==> src/sv/bpt_pkg.sv <==
// Shared constants and types for the beat period tracker.
package bpt_pkg;

  localparam int HIST_DEPTH = 3;
  localparam int TIME_W     = 32;
  localparam int DEB_W      = 16;
  localparam int SLOT_W     = $clog2(HIST_DEPTH);
  localparam int CNT_W      = $clog2(HIST_DEPTH + 1);
  localparam int SUM_W      = TIME_W + $clog2(HIST_DEPTH - 1);
  localparam int BCNT_W     = $clog2(SUM_W);

  localparam logic [DEB_W-1:0]  DEBOUNCE_RST = DEB_W'(100);
  localparam logic [SLOT_W-1:0] LAST_SLOT    = SLOT_W'(HIST_DEPTH - 1);
  localparam logic [CNT_W-1:0]  FULL_CNT     = CNT_W'(HIST_DEPTH);
  localparam logic [CNT_W-1:0]  MIN_CNT      = CNT_W'(2);

  typedef enum logic [1:0] {
    OP_MIC   = 2'd0,
    OP_RESET = 2'd1,
    OP_CLEAR = 2'd2,
    OP_NONE  = 2'd3
  } op_t;

  typedef enum logic [5:0] {
    S_IDLE    = 6'b000001,
    S_APPLY   = 6'b000010,
    S_SUM_RD  = 6'b000100,
    S_SUM_ACC = 6'b001000,
    S_DIV     = 6'b010000,
    S_DONE    = 6'b100000
  } state_t;

endpackage

==> src/sv/beat_period_tracker.sv <==
// Beat period tracker: debounced tap-tempo period and next-beat estimator.
// Steps per item: accept, apply, then, with two or more beats stored, a serial
//   walk over the stored - 1 intervals and a restoring divide, then the result.
// Throughput: one item at a time; the serial history walk and the restoring
//   divider (one quotient bit a cycle) set the figure. in_stall is low only in idle.
// Reset (rst_n low, synchronous): history reads as zero, count and flag clear,
//   debounce window returns to 100 ms, no result pending.
module beat_period_tracker import bpt_pkg::*; (
  input  logic              clk,
  input  logic              rst_n,
  // configuration
  input  logic              cfg_wr_en,
  input  logic [DEB_W-1:0]  cfg_debounce_window_ms,
  // input channel
  input  logic              in_valid,
  output logic              in_stall,
  input  logic [1:0]        in_operation,
  input  logic [TIME_W-1:0] in_time_ms,
  // result channel
  output logic              out_valid,
  input  logic              out_stall,
  output logic              out_beat_accepted,
  output logic              out_beat_flag,
  output logic [TIME_W-1:0] out_last_beat_time,
  output logic              out_period_valid,
  output logic [TIME_W-1:0] out_beat_period_ms,
  output logic [TIME_W-1:0] out_next_beat_time
);

  // ---------------------------------------------------------------------
  // Control state
  // ---------------------------------------------------------------------
  state_t              state_r;
  logic [SLOT_W-1:0]   newest_r;
  logic [CNT_W-1:0]    stored_r;
  logic                sticky_r;
  logic [DEB_W-1:0]    debounce_r;
  logic                out_valid_r;
  logic [HIST_DEPTH-1:0] mem_vld_r;

  // ---------------------------------------------------------------------
  // Item and datapath registers
  // ---------------------------------------------------------------------
  op_t                 op_r;
  logic [TIME_W-1:0]   t_r;
  logic                acc_r;
  logic [TIME_W-1:0]   last_r;
  logic [TIME_W-1:0]   prev_r;
  logic [SLOT_W-1:0]   slot_r;
  logic [CNT_W-1:0]    cnt_r;
  logic [SUM_W-1:0]    quo_r;     // running sum, then dividend/quotient
  logic [CNT_W-1:0]    rem_r;
  logic [BCNT_W-1:0]   bcnt_r;

  // Beat history: small memory with one registered read port
  logic [TIME_W-1:0]   beat_mem [HIST_DEPTH];
  logic [TIME_W-1:0]   rd_data_r;
  logic                rd_vld_r;
  logic [SLOT_W-1:0]   rd_addr;
  logic [TIME_W-1:0]   rd_val;

  // Output payload registers
  logic                out_acc_r;
  logic                out_flag_r;
  logic [TIME_W-1:0]   out_last_r;
  logic                out_pvld_r;
  logic [TIME_W-1:0]   out_period_r;
  logic [TIME_W-1:0]   out_next_r;

  // ---------------------------------------------------------------------
  // Combinational helpers
  // ---------------------------------------------------------------------
  logic [TIME_W-1:0]   ad_b;
  logic [TIME_W-1:0]   ad_diff;
  logic                beat_ok;
  logic                accept_now;
  logic [SLOT_W-1:0]   slot_inc;
  logic [SLOT_W-1:0]   slot_dec;
  logic [SLOT_W-1:0]   newest_nxt;
  logic [CNT_W-1:0]    stored_nxt;
  logic                wr_en;
  logic [SLOT_W-1:0]   wr_addr;
  logic [CNT_W-1:0]    divisor;
  logic [CNT_W-1:0]    cnt_inc;
  logic                last_diff;
  logic [CNT_W:0]      trial;
  logic [CNT_W:0]      div_ext;
  logic                div_ge;
  logic [CNT_W-1:0]    rem_nxt;
  logic                out_free;
  logic                per_valid;
  logic [TIME_W-1:0]   period;

  // Entries never written since reset read as zero
  assign rd_val = rd_vld_r ? rd_data_r : '0;

  // Shared absolute-difference unit: debounce check in apply, interval in sum
  assign ad_b    = (state_r == S_SUM_ACC) ? prev_r : t_r;
  assign ad_diff = (rd_val >= ad_b) ? (rd_val - ad_b) : (ad_b - rd_val);
  assign beat_ok = ad_diff > TIME_W'(debounce_r);

  assign accept_now = (op_r == OP_MIC) && beat_ok;
  assign slot_inc   = (newest_r == LAST_SLOT) ? '0 : newest_r + 1'b1;
  assign slot_dec   = (slot_r == '0) ? LAST_SLOT : slot_r - 1'b1;

  // History update decided in the apply cycle
  always_comb begin
    newest_nxt = newest_r;
    stored_nxt = stored_r;
    wr_en      = 1'b0;
    wr_addr    = slot_inc;
    priority if (accept_now) begin
      newest_nxt = slot_inc;
      stored_nxt = (stored_r == FULL_CNT) ? stored_r : stored_r + 1'b1;
      wr_en      = (state_r == S_APPLY);
    end else if (op_r == OP_RESET) begin
      newest_nxt = '0;
      stored_nxt = '0;
      wr_en      = (state_r == S_APPLY);
      wr_addr    = '0;
    end else begin
      newest_nxt = newest_r;
    end
  end

  // Read address: newest entry at accept, walk backward during the sum
  assign rd_addr = (state_r == S_SUM_RD) ? slot_dec : newest_r;

  // Sum walk ends after stored - 1 intervals
  assign divisor   = stored_r - 1'b1;
  assign cnt_inc   = cnt_r + 1'b1;
  assign last_diff = (cnt_inc == divisor);

  // Restoring divider step: one quotient bit a cycle
  assign trial   = {rem_r, quo_r[SUM_W-1]};
  assign div_ext = {1'b0, divisor};
  assign div_ge  = trial >= div_ext;
  assign rem_nxt = div_ge ? CNT_W'(trial - div_ext) : trial[CNT_W-1:0];

  assign out_free  = !out_valid_r || !out_stall;
  assign per_valid = stored_r >= MIN_CNT;
  assign period    = per_valid ? quo_r[TIME_W-1:0] : '0;

  // ---------------------------------------------------------------------
  // Control registers
  // ---------------------------------------------------------------------
  always_ff @(posedge clk) begin
    if (!rst_n) begin
      state_r     <= S_IDLE;
      newest_r    <= '0;
      stored_r    <= '0;
      sticky_r    <= 1'b0;
      debounce_r  <= DEBOUNCE_RST;
      out_valid_r <= 1'b0;
      mem_vld_r   <= '0;
    end else begin
      if (cfg_wr_en) begin
        debounce_r <= cfg_debounce_window_ms;
      end

      // drop the result once taken; a new one may replace it the same cycle
      if (state_r == S_DONE && out_free) begin
        out_valid_r <= 1'b1;
      end else if (!out_stall) begin
        out_valid_r <= 1'b0;
      end

      unique case (state_r)
        S_IDLE: begin
          if (in_valid) begin
            state_r <= S_APPLY;
          end
        end
        S_APPLY: begin
          newest_r <= newest_nxt;
          stored_r <= stored_nxt;
          if (wr_en) begin
            mem_vld_r[wr_addr] <= 1'b1;
          end
          if (accept_now) begin
            sticky_r <= 1'b1;
          end else if (op_r == OP_CLEAR) begin
            sticky_r <= 1'b0;
          end
          state_r <= (stored_nxt >= MIN_CNT) ? S_SUM_RD : S_DONE;
        end
        S_SUM_RD: begin
          state_r <= S_SUM_ACC;
        end
        S_SUM_ACC: begin
          state_r <= last_diff ? S_DIV : S_SUM_RD;
        end
        S_DIV: begin
          if (bcnt_r == '0) begin
            state_r <= S_DONE;
          end
        end
        S_DONE: begin
          if (out_free) begin
            state_r <= S_IDLE;
          end
        end
        default: begin
          state_r <= S_IDLE;
        end
      endcase
    end
  end

  // ---------------------------------------------------------------------
  // Datapath registers
  // ---------------------------------------------------------------------
  always_ff @(posedge clk) begin
    unique case (state_r)
      S_IDLE: begin
        if (in_valid) begin
          op_r <= op_t'(in_operation);
          t_r  <= in_time_ms;
        end
      end
      S_APPLY: begin
        acc_r  <= accept_now;
        // newest stored time after the update seeds the interval walk
        last_r <= (accept_now || op_r == OP_RESET) ? t_r : rd_val;
        prev_r <= (accept_now || op_r == OP_RESET) ? t_r : rd_val;
        slot_r <= newest_nxt;
        cnt_r  <= '0;
        quo_r  <= '0;
      end
      S_SUM_RD: begin
        slot_r <= slot_dec;
      end
      S_SUM_ACC: begin
        quo_r  <= quo_r + SUM_W'(ad_diff);
        prev_r <= rd_val;
        cnt_r  <= cnt_inc;
        rem_r  <= '0;
        bcnt_r <= BCNT_W'(SUM_W - 1);
      end
      S_DIV: begin
        quo_r  <= {quo_r[SUM_W-2:0], div_ge};
        rem_r  <= rem_nxt;
        bcnt_r <= bcnt_r - 1'b1;
      end
      S_DONE: begin
        if (out_free) begin
          out_acc_r    <= acc_r;
          out_flag_r   <= sticky_r;
          out_last_r   <= last_r;
          out_pvld_r   <= per_valid;
          out_period_r <= period;
          out_next_r   <= per_valid ? last_r + period : '0;
        end
      end
      default: begin
        acc_r <= 1'b0;
      end
    endcase
  end

  // ---------------------------------------------------------------------
  // Beat history memory
  // ---------------------------------------------------------------------
  always_ff @(posedge clk) begin
    if (wr_en) begin
      beat_mem[wr_addr] <= t_r;
    end
  end

  always_ff @(posedge clk) begin
    rd_data_r <= beat_mem[rd_addr];
    rd_vld_r  <= mem_vld_r[rd_addr];
  end

  // ---------------------------------------------------------------------
  // Ports
  // ---------------------------------------------------------------------
  assign in_stall           = (state_r != S_IDLE);
  assign out_valid          = out_valid_r;
  assign out_beat_accepted  = out_acc_r;
  assign out_beat_flag      = out_flag_r;
  assign out_last_beat_time = out_last_r;
  assign out_period_valid   = out_pvld_r;
  assign out_beat_period_ms = out_period_r;
  assign out_next_beat_time = out_next_r;

endmodule

==> config.mk <==
export PLATFORM = sky130hd
export DESIGN_NAME = beat_period_tracker
export DESIGN_NICKNAME = d
export VERILOG_FILES = /design/src/sv/bpt_pkg.sv /design/src/sv/beat_period_tracker.sv
export SDC_FILE = /design/constraint.sdc
export NUM_CORES = 1
export LEC_CHECK = 0
export ABC_AREA = 1
export BUFFER_PORTS_ARGS = -buffer_cell sky130_fd_sc_hd__buf_2
export CAP_MARGIN = 30
export CORE_ASPECT_RATIO = 0.6
export CORE_UTILIZATION = 40
export CTS_BUF_LIST = sky130_fd_sc_hd__clkbuf_4
export DETAILED_ROUTE_END_ITERATION = 10
export GPL_TIMING_DRIVEN = 0
export PLACE_DENSITY = 0.67
export SETUP_SLACK_MARGIN = 0.5
export SLEW_MARGIN = 20
export SYNTH_ARGS = -nofsm -noshare
export SYNTH_HDL_FRONTEND = slang
export SYNTH_SLANG_ARGS = --single-unit
==> constraint.sdc <==
create_clock -name clk -period 13.67 [get_ports clk]
set_input_delay 0.6835 -clock clk [delete_from_list [all_inputs] [get_ports clk]]
set_output_delay 0.6835 -clock clk [all_outputs]
set_load 0.01 [all_outputs]
# Word-level counts from Yosys, hierarchy flattened
# Memory sizes are Yosys's and may differ from the RTL's. A register that Yosys moved wholly into a read port is not among the register bits.
# Cells that the tools add are included.
[totals]
ff_bits = 275
ram_bits = 96
input_bits = 55
mem_count = 1
[op_classes]
n_addsub = 11
n_lt_le_gt_ge = 8
eq_ne = 16
n_mux = 41
bitwise_logic = 1
n_reduce_logical = 21
[memory_table]
columns = ["name", "depth", "word_bits", "rd", "rd_clocked_by_memory_dff", "write_ports", "line_no", "text"]
rows = [
  ["beat_mem", 3, 32, 1, 1, 1, "beat_period_tracker.sv:56", "logic [TIME_W-1:0] beat_mem [HIST_DEPTH];"],
]
[op_table]
columns = ["operator", "n"]
rows = [
  ["$mux 32", 5],
  ["$pmux 33 s3", 1],
  ["$pmux 32 s2", 1],
  ["$sub 32x32->32", 2],
  ["$pmux 6 s6", 1],
  ["$add 33x32->33", 1],
  ["$add 32x32->32", 1],
  ["$ge 32x32->1", 1],
  ["$gt 32x16->1", 1],
  ["$mux 6", 4],
  ["$mux 2", 11],
  ["$pmux 2 s2", 3],
  ["$pmux 6 s2", 1],
  ["$mux 1", 10],
  ["$reduce_and 2->1", 4],
  ["$reduce_bool 2->1", 4],
  ["$add 2x1->2 const B", 3],
  ["$eq 2x2->1 const B", 3],
  ["$eq 6x1->1 const B", 1],
  ["$eq 6x2->1 const B", 1],
  ["$eq 6x3->1 const B", 1],
  ["$eq 6x4->1 const B", 1],
  ["$eq 6x5->1 const B", 1],
  ["$eq 6x6->1 const B", 1],
  ["25 further kinds", 35],
]

# Longest topological paths before layout
# Gate-level depths: netlist of run 1.
[depth]
ltp_word = 12
ltp_mapped = 47
ltp_nobuf = 43

# Least setup slack after synthesis of run 1
# OpenSTA, ideal clock, no wires.
[synth_path]
path_type = "reg-to-reg"
from = "reg state_r[0]"
to = "reg out_acc_r, in the netlist out_beat_accepted (enable)"
t_arrival_ps = 5637
required_ps = 13080
slack_ps = 7443
stages_incl_launch_ff = 6
synth_period_minus_slack_ps = 6227
cell_sequence = "dfxtp_1 -> nor2_1 -> nand2_1 -> nor3_1 -> inv_1 -> a21oi_1"
[synth_via]
elab_chain_len = 2
[synth_lines]
columns = ["item", "line_no", "text"]
rows = [
  ["start, declared", "beat_period_tracker.sv:33", "state_t state_r;"],
  ["start signal, assigned", "beat_period_tracker.sv:185", "state_r <= (stored_nxt >= MIN_CNT) ? S_SUM_RD : S_DONE;"],
  ["start signal, assigned", "beat_period_tracker.sv:191", "state_r <= last_diff ? S_DIV : S_SUM_RD;"],
  ["$eq 6x6->1", "beat_period_tracker.sv:214", "unique case (state_r)"],
  ["$reduce_and 2->1 (no line)", "--", ""],
  ["end signal, assigned", "beat_period_tracker.sv:247", "out_acc_r <= acc_r;"],
  ["end, declared", "beat_period_tracker.sv:63", "logic out_acc_r;"],
]
# No other way between the ends.
# A chain may end at the register's enable or synchronous reset.

# Final worst setup path of run 1
[layout_path]
from = "reg state_r[0]"
to = "reg quo_r[24] (data pin)"
[layout_via]
elab_chain_len = 6
word_cells_on_any_way = 10
classes_between = "add/sub (3); order compare (1); eq/ne (3); mux (3)"
[layout_lines]
columns = ["item", "line_no", "text"]
rows = [
  ["$eq 6x4->1", "beat_period_tracker.sv:98, beat_period_tracker.sv:214", ""],
  ["$mux 32", "beat_period_tracker.sv:98", "assign ad_b = (state_r == S_SUM_ACC) ? prev_r : t_r;"],
  ["$sub 32x32->32 / $ge 32x32->1 (equally long branches)", "beat_period_tracker.sv:99", "assign ad_diff = (rd_val >= ad_b) ? (rd_val - ad_b) : (ad_b - rd_val);"],
  ["$mux 32", "beat_period_tracker.sv:99", ""],
  ["$add 33x32->33", "beat_period_tracker.sv:234", "quo_r <= quo_r + SUM_W'(ad_diff);"],
  ["$pmux 33 s3 *", "beat_period_tracker.sv:214", ""],
  ["end signal, assigned", "beat_period_tracker.sv:234", ""],
  ["end signal, assigned", "beat_period_tracker.sv:241", "quo_r <= {quo_r[SUM_W-2:0], div_ge};"],
  ["end, declared", "beat_period_tracker.sv:51", "logic [SUM_W-1:0] quo_r;"],
]
# Mark *: on every way between the ends. The rest lies on a longest branch, timed or not.

==> out/results.md, run 1 <==
• **number of global-route vias before repair** 18400
• **Wirelength per Cell** 18.1 um
• **top-level port count** 156
• **net count of the mapped netlist** 3010
• **delay of the slowest cell on the worst path** 0.74 ns
• **post-route clock period utilization** 66.0%
• **cell with the most instances on the worst path** sky130_fd_sc_hd__nand2_1
• **proportion of synthesized area in mux cells** 0.171%
• **Layout Utilization** 46.9%
• **type of the setup path with the least slack** flop to flop
• **sort of element at the end of the critical path** flop
• **dominant combinational cell family by area after synthesis** simple AND/OR/NAND/NOR gates
• **status** finished with violations
• **clock transition at the registers of the reported paths** 0.07 ns
• **final setup vio count** 0
• **signed area change from the synthesized netlist to the final layout** 15.3%
• **mean instance size in the synthesized netlist** 8.38 um^2
• **source-to-sink clock delay at the later pin of the worst-skew pair** 0.87 ns
• **Synth Flop Type** sky130_fd_sc_hd__edfxtp_1
• **sequential-to-total area share from yosys stat** 48.8%
• **gp weighted congestion** 1.04
• **Via Count** 20300
• **slew at the pin closest to its max-slew limit** 1.07 ns
• **Warnings, synthesis** 0
• **clk buf depth** 3
• **initial cell density of the core** 40.6%
• **leakage power figure** 12.6 nW
• **critical path startpoint category** flop
• **register-to-register setup slack** 4.64 ns
• **Max H-tree Level** 3
• **violated checks** design-rule violations
• **all-layer global routing usage** 23.7%
• **endpoint of the most critical register-to-register path** quo_r[24]$_DFFE_PP_
• **Slew Limit Fails** 0
• **total setup buffers inserted after CTS** 0
• **Clock Root Buffer** sky130_fd_sc_hd__clkbuf_4
• **Final Worst Setup Slack** 4.64 ns
• **area of combinational cells with multiple inputs** 10100 um^2
• **Worst IR Drop VDD** 88.5 uV
• **launching point of the worst reg2reg path** state_r[0]$_SDFFE_PN1P_
• **vias per cell** 5.14
• **die width** 315 um
• **sink of the worst hold path** t_r[13]$_DFFE_PP_
• **net total in the final layout** 3304
• **die boundary height** 190 um
• **area of the core** 57800 um^2
• **drt initial violations** 2444
• **post-synth top area share** 43.4%
• **xor and xnor area share after synthesis** 1.27%
• **fraction of layout instances using a drive strength above 1** 13.4%
• **number of synthesized flops with an enable pin** 339
• **power density normalized to cell area** 112 nW/um^2
• **Hold WC Path Type** primary input to flop
• **first-pass GRT wire length** 107 mm
• **Die Outline Area** 59700 um^2
• **synthesized instance count** 2801
• **Total Negative Setup Slacks** 0 ns
• **initial antenna violation count** 1
• **TritonCTS Buffers** 93
• **synthesized-area fraction occupied by adder cells** 8.33%
• **min-delay src** in_time_ms[13]
• **worst path required time** 14.27 ns
• **library cell with the largest summed area after synthesis** sky130_fd_sc_hd__edfxtp_1
• **number of storage elements in the synthesis netlist** 403
• **CP max FO** 10
• **shortest period the worst path allows** 9.03 ns
• **max_cap viols** 0
• **total number of clock tree sinks** 403
• **netlist area before placement** 23500 um^2
• **total gr overflow** 0
• **CP max stage cell** sky130_fd_sc_hd__clkbuf_1
• **first-pass iteration count of the detailed router** 9
• **Arr. time, crit path** 9.62 ns
• **async set-reset flop share out of synthesis** 0%
• **Final ANT Viol Nets** 0
• **HPWL reported at the end of detailed placement** 56.8 mm
• **worst slew margin relative to its limit** 28.8%
• **worst setup slack before clock tree synthesis** 4.90 ns
• **Post-Synth Simple-Gate Area** 20.5%
• **total design power** 3.04 mW
• **count of buffers from port buffering** 155
• **worst-case hold slack** 0.0426 ns
• **filler cell count in the final layout** 5693
• **Std-Cell Rows** 68
• **number of cells on the worst hold path** 1
• **CTS tree** built
• **number of distinct library cells after synthesis** 55
• **largest cells by area after synthesis** sky130_fd_sc_hd__edfxtp_1, sky130_fd_sc_hd__nand2_1, sky130_fd_sc_hd__ha_1, sky130_fd_sc_hd__inv_1, sky130_fd_sc_hd__dfxtp_1
• **Total Wirelength** 71.3 mm
• **Fin. Hold Viols** 0
• **FF+latch area** 11500 um^2
• **number of resized instances in the post-cts repair step** 0
• **worst setup skew after layout** 0.0575 ns
• **maximum frequency from static timing analysis** 111 MHz
• **setup repair after global routing missed its margin** false
• **maximum number of pins on one net before global-route repair** 34
• **number of cells on the worst reg-to-reg path** 40
• **DRC violations left** 24
• **area fraction in compound gates after synthesis** 12.8%
worst max-delay path: cells and delay by family, from the launching register on:
family                     cells  cell delay, ns
AOI/OAI and AO/OA              6            1.88
xor gates and xnor gates       1            0.23
adders and majority gates      2            0.86
buffers and inverters         10            2.55
DFF                            1            0.35
muxes                          1            0.21
and+or+nand+nor               20            2.68
cell usage in the layout (no fill, tap or decap), types with 18 or more instances in the layout:
cell and instances:
sky130_fd_sc_hd__a21oi_1 247, sky130_fd_sc_hd__buf_2 161, sky130_fd_sc_hd__clkbuf_1 45, sky130_fd_sc_hd__clkbuf_4 138
sky130_fd_sc_hd__clkinv_1 22, sky130_fd_sc_hd__dfxtp_1 64, sky130_fd_sc_hd__dlygate4sd3_1 28, sky130_fd_sc_hd__edfxtp_1 339
sky130_fd_sc_hd__ha_1 150, sky130_fd_sc_hd__inv_1 419, sky130_fd_sc_hd__nand2_1 759, sky130_fd_sc_hd__nand3_1 88
sky130_fd_sc_hd__nand4_1 27, sky130_fd_sc_hd__nor2_1 216, sky130_fd_sc_hd__o21a_1 18, sky130_fd_sc_hd__o21ai_0 180
sky130_fd_sc_hd__o21ai_2 24, sky130_fd_sc_hd__or2_2 21, sky130_fd_sc_hd__xnor2_1 18
power breakdown:
part	switching, mW	internal (mW)	leakage (nW)
sequential	0.0206	1.36	3.62
combinational	0.403	0.195	8.19
clock	0.510	0.543	0.762
cells by family (layout without fill, tap and decap cells):
| group | count (synthesis) | after routing |
|---|---|---|
| AOI/OAI and AO/OA | 545 | 545 |
| muxes | 4 | 4 |
| xor gates and xnor gates | 34 | 34 |
| and+or+nand+nor | 1167 | 1167 |
| adders and majority gates | 154 | 154 |
| other | 0 | 1 |
| DFF | 403 | 403 |
| buffers and inverters | 494 | 865 |
layout make-up:
| class | count | area share, % |
|---|---|---|
| Buffer | 62 | 1.08 |
| Inverter | 432 | 5.99 |
| Clock inverter | 34 | 0.956 |
| Clock buffer | 138 | 3.82 |
| Tap cell | 770 | 3.56 |
| Antenna cell | 1 | 0.00924 |
| Multi-Input combinational cell | 1904 | 37.5 |
| Timing Repair Buffer | 199 | 4.80 |
| Sequential cell | 403 | 42.3 |
layer usage:
layer  routed length, um  global-route usage [%]
met3                8010                    7.24
met4                1190                    5.10
met5                 254                    3.08
met2               26200                    30.3
met1               35700                    37.7
flip-flops by register name, summed over array words and instances (netlist names), 3 cells and up:
name / cells
out_last_beat_time: 32
state_r: 6
last_r: 32
quo_r: 33
mem_vld_r: 3
prev_r: 32
debounce_r: 16
t_r: 32
out_beat_period_ms: 32
out_next_beat_time: 32
beat_mem: 96
bcnt_r: 6
rd_data_r: 32
stage by stage:
step	instance area, um^2	cells
final	27100	3943
after global routing	27100	3942
after CTS	27100	3939
after detailed placement	25500	3742
after global placement	25200	3726
after floorplan	23500	2801
worst max-delay path by stage:
stage / slack [ns] / start / cells past startpoint / end
after floorplan: 7.44 / state_r[0]$_SDFFE_PN1P_ / 5 / out_beat_accepted$_DFFE_PP_
after global placement: 3.74 / state_r[0]$_SDFFE_PN1P_ / 37 / beat_mem[2][29]$_DFFE_PP_
after detailed placement: 4.90 / state_r[0]$_SDFFE_PN1P_ / 36 / beat_mem[0][30]$_DFFE_PP_
after CTS: 4.85 / state_r[0]$_SDFFE_PN1P_ / 36 / beat_mem[0][20]$_DFFE_PP_
after global routing: 4.12 / state_r[0]$_SDFFE_PN1P_ / 44 / quo_r[24]$_DFFE_PP_
final: 4.64 / state_r[0]$_SDFFE_PN1P_ / 40 / quo_r[24]$_DFFE_PP_
synth_stat cells, types with 6 or more instances:
cell type and n:
sky130_fd_sc_hd__dfxtp_1 64, sky130_fd_sc_hd__edfxtp_1 339, sky130_fd_sc_hd__nand2_1 760, sky130_fd_sc_hd__a21boi_0 6
sky130_fd_sc_hd__a21oi_1 248, sky130_fd_sc_hd__clkbuf_1 45, sky130_fd_sc_hd__nor3_1 17, sky130_fd_sc_hd__nand2_2 8
sky130_fd_sc_hd__nand3_1 89, sky130_fd_sc_hd__buf_6 6, sky130_fd_sc_hd__inv_1 421, sky130_fd_sc_hd__inv_2 8
sky130_fd_sc_hd__o21a_1 18, sky130_fd_sc_hd__buf_2 6, sky130_fd_sc_hd__o21ai_0 180, sky130_fd_sc_hd__nor2_1 217
sky130_fd_sc_hd__o21ai_2 24, sky130_fd_sc_hd__xnor2_1 18, sky130_fd_sc_hd__ha_1 150, sky130_fd_sc_hd__nand4_1 27
sky130_fd_sc_hd__o21ai_1 11, sky130_fd_sc_hd__nand3b_1 6, sky130_fd_sc_hd__xor2_1 16, sky130_fd_sc_hd__or2_2 21
sky130_fd_sc_hd__o21bai_1 6, sky130_fd_sc_hd__o22ai_1 16, sky130_fd_sc_hd__a31oi_1 14
what timing repair did:
| action | 4_1_cts | 5_1_grt |
|---|---|---|
| setup endpoints to repair | 0 | 0 |
| hold endpoints to repair | 25 | 3 |
| hold buffers | 25 | 3 |
No activity file was read; power rests on OpenSTA's default activity.
==> run 2, diff against run 1 <==
ABC_AREA = 0   (was 1)
PLACE_DENSITY = 0.69   (was 0.67)
clock period = 7.95 ns   (was 13.67 ns; I/O delays follow)
==> out/results.md, run 2 <==
• **total gr overflow** 0
• **top-level port count** 156
• **net total in the final layout** 2677
• **status** completed
• **fraction of layout instances using a drive strength above 1** 25.0%
• **part of the power in registers** 42.7%
• **maximum number of pins on one net before global-route repair** 37
• **CP max FO** 5
• **die width** 306 um
• **critical path startpoint category** flop
• **Hold WC Path Type** primary input to flop
• **post-synth top area share** 46.0%
• **Warnings, synthesis** 0
• **gp weighted congestion** 0.945
• **combinational fraction of design power** 25.1%
• **max FFs per register** 96
• **power spent charging and discharging nets** 1.79 mW
• **DRC violations left** 0
• **initial antenna violation count** 6
• **Total Wirelength** 70.6 mm
• **Via Count** 18000
• **FF+latch area** 11500 um^2
• **most numerous cell in the Yosys netlist** sky130_fd_sc_hd__edfxtp_1
• **HPWL reported at the end of detailed placement** 52.4 mm
• **drt initial violations** 1474
• **first-pass GRT wire length** 104 mm
• **clk buf depth** 3
• **Clock Root Buffer** sky130_fd_sc_hd__clkbuf_4
• **number of global-route vias before repair** 17200
• **sequential-to-total area share from yosys stat** 51.8%
• **largest cells by area after synthesis** sky130_fd_sc_hd__edfxtp_1, sky130_fd_sc_hd__ha_1, sky130_fd_sc_hd__dfxtp_1, sky130_fd_sc_hd__mux2i_1, sky130_fd_sc_hd__nand2_1
• **worst slew margin relative to its limit** 37.7%
• **largest delay contributor family on the critical path** buffers and inverters
• **area of the core** 54400 um^2
• **register ranked first by flip-flop count** beat_mem
• **register-to-register setup slack** 0.45 ns
• **synthesized instance count** 2039
• **Wirelength per Cell** 21.6 um
• **critical path buffer and inverter count** 52
• **Max H-tree Level** 3
• **slew at the pin closest to its max-slew limit** 0.935 ns
• **netlist area before placement** 22100 um^2
• **sw frac** 31.0%
• **Layout Utilization** 51.3%
• **signed area change from the synthesized netlist to the final layout** 26.3%
• **clock transition at the registers of the reported paths** 0.08 ns
• **Arr. time, crit path** 8.10 ns
• **setup repair after global routing missed its margin** false
• **maximum frequency from static timing analysis** 133 MHz
• **type of the setup path with the least slack** flop to flop
• **power density normalized to cell area** 207 nW/um^2
• **Slew Limit Fails** 0
• **leakage power figure** 11.5 nW
• **Clk network pwr share** 32.2%
• **total design power** 5.78 mW
• **most common cell after layout, fill and taps aside** sky130_fd_sc_hd__edfxtp_1
• **number of synthesized flops with an enable pin** 339
• **source-to-sink clock delay at the later pin of the worst-skew pair** 0.88 ns
• **CTS tree** built
• **count of buffers from port buffering** 154
• **Die Outline Area** 56300 um^2
• **worst setup skew after layout** 0.0589 ns
• **number of distinct library cells after synthesis** 84
• **Regs by FF count** beat_mem x96, quo_r x33
• **sort of element at the end of the critical path** flop
• **filler cell count in the final layout** 4769
• **initial cell density of the core** 40.6%
• **all-layer global routing usage** 24.7%
• **delay of the slowest cell on the worst path** 0.37 ns
• **cell with the most instances on the worst path** sky130_fd_sc_hd__buf_6
• **number of storage elements in the synthesis netlist** 403
• **final setup vio count** 0
• **internal power contribution** 3.99 mW
• **shortest period the worst path allows** 7.50 ns
• **post-route clock period utilization** 94.3%
• **die boundary height** 184 um
• **Std-Cell Rows** 66
• **commonest cells after routing, fill and taps aside** sky130_fd_sc_hd__edfxtp_1, sky130_fd_sc_hd__nand2_1, sky130_fd_sc_hd__buf_2
• **CP max stage cell** sky130_fd_sc_hd__dfxtp_4
• **Worst IR Drop VDD** 125 uV
• **TritonCTS Buffers** 97
• **library cell with the largest summed area after synthesis** sky130_fd_sc_hd__edfxtp_1
• **worst path required time** 8.55 ns
• **net count of the mapped netlist** 2248
• **mean instance size in the synthesized netlist** 10.8 um^2
• **max_cap viols** 0
• **vias per cell** 5.51
• **top cells by count, synth** sky130_fd_sc_hd__edfxtp_1, sky130_fd_sc_hd__nand2_1, sky130_fd_sc_hd__nor2_1
• **Fin. Hold Viols** 0
• **async set-reset flop share out of synthesis** 0%
• **Final ANT Viol Nets** 0
• **total number of clock tree sinks** 403
• **area of combinational cells with multiple inputs** 10600 um^2
• **first-pass iteration count of the detailed router** 10
• **Synth Flop Type** sky130_fd_sc_hd__edfxtp_1
run 2: cell types whose count changed after synthesis, moves of 25 or more:
cell,before,now
sky130_fd_sc_hd__a21o_1,4,41
sky130_fd_sc_hd__a21oi_1,248,148
sky130_fd_sc_hd__and2_1,3,46
sky130_fd_sc_hd__inv_1,421,113
sky130_fd_sc_hd__mux2_1,0,30
sky130_fd_sc_hd__mux2i_1,4,78
sky130_fd_sc_hd__nand2_1,760,208
sky130_fd_sc_hd__nand3_1,89,27
sky130_fd_sc_hd__nor2_1,217,164
sky130_fd_sc_hd__nor2b_1,0,25
sky130_fd_sc_hd__o21ai_0,180,102
sky130_fd_sc_hd__o21ai_1,11,37
run 2: power by group through the flow:
stage	Clock [mW]	Sequential, mW	Combinational (mW)
finish	1.86	2.47	1.45
global route	2.03	2.48	1.57
CTS	1.91	2.46	1.36
detailed placement	0	2.51	1.25
global placement	0	2.51	1.21
floorplan	0	2.48	0.876
run 2: path summary, 6_finish.rpt:
check / from / to / cells past startpoint
setup / recovery: state_r[5]$_SDFFE_PN0P_ / prev_r[6]$_DFFE_PP_ / 56
hold / removal: cfg_wr_en / debounce_r[15]$_SDFFE_PN0P_ / 3
setup reg to reg: state_r[5]$_SDFFE_PN0P_ / prev_r[6]$_DFFE_PP_ / 56
hold reg to reg: acc_r$_DFFE_PN_ / out_beat_accepted$_DFFE_PP_ / 0
run 2: area by class of cell:
cell class	instances	share of cell area, %
timing repair buffer	330	9.40
antenna	2	0.0179
clock buffer	161	4.33
buffer	80	1.98
clock inverter	20	0.627
multi-input combinational	1443	37.9
sequential	403	41.1
tap	714	3.20
inverter	113	1.52
run 2: cells by family after synthesis:
| family | synth area share [%] |
|---|---|
| multiplexers | 5.23 |
| XOR/XNOR | 3.25 |
| AO/OA/AOI/OAI | 14.4 |
| adder cells (fa/ha/maj) | 8.85 |
| flip-flops | 51.8 |
| buffers and inverters | 3.81 |
| AND/OR/NAND/NOR | 12.7 |
run 2: through the flow:
stage          TNS [ns]  setup slack [ns]  std cells  cell area [um^2]  hold WS [ns]
3_5_place_dp    -359.02             -2.17       2922             24100         0.422
4_1_cts               0             0.494       3241             27400         0.134
6_report              0             0.454       3266             27900        0.0178
3_3_place_gp    -442.35             -2.82       2907             23800         0.420
5_1_grt               0             0.430       3265             27900      -0.00657
2_1_floorplan         0             0.794       2039             22100         0.400
run 2: worst register-to-register path: cells and delay by family, from the launching register on:
family	cells	cell delay, ns
buffers and inverters	52	5.97
and+or+nand+nor	3	0.55
DFF	1	0.37
muxes	1	0.32
run 2: what timing repair did:
item	CTS	global route
endpoints found under the setup margin	202	177
endpoints found under the hold margin	75	0
buffers inserted	81	21
hold buffers	54	0
pin swaps	28	26
gates resized for setup	150	91
cloned	3	1
run 2: layer usage:
layer / global-route usage (%) / wire [um]
met1: 37.8 / 35100
met2: 34.4 / 28100
met3: 4.98 / 5600
met4: 8.08 / 1780
met5: 0 / 0
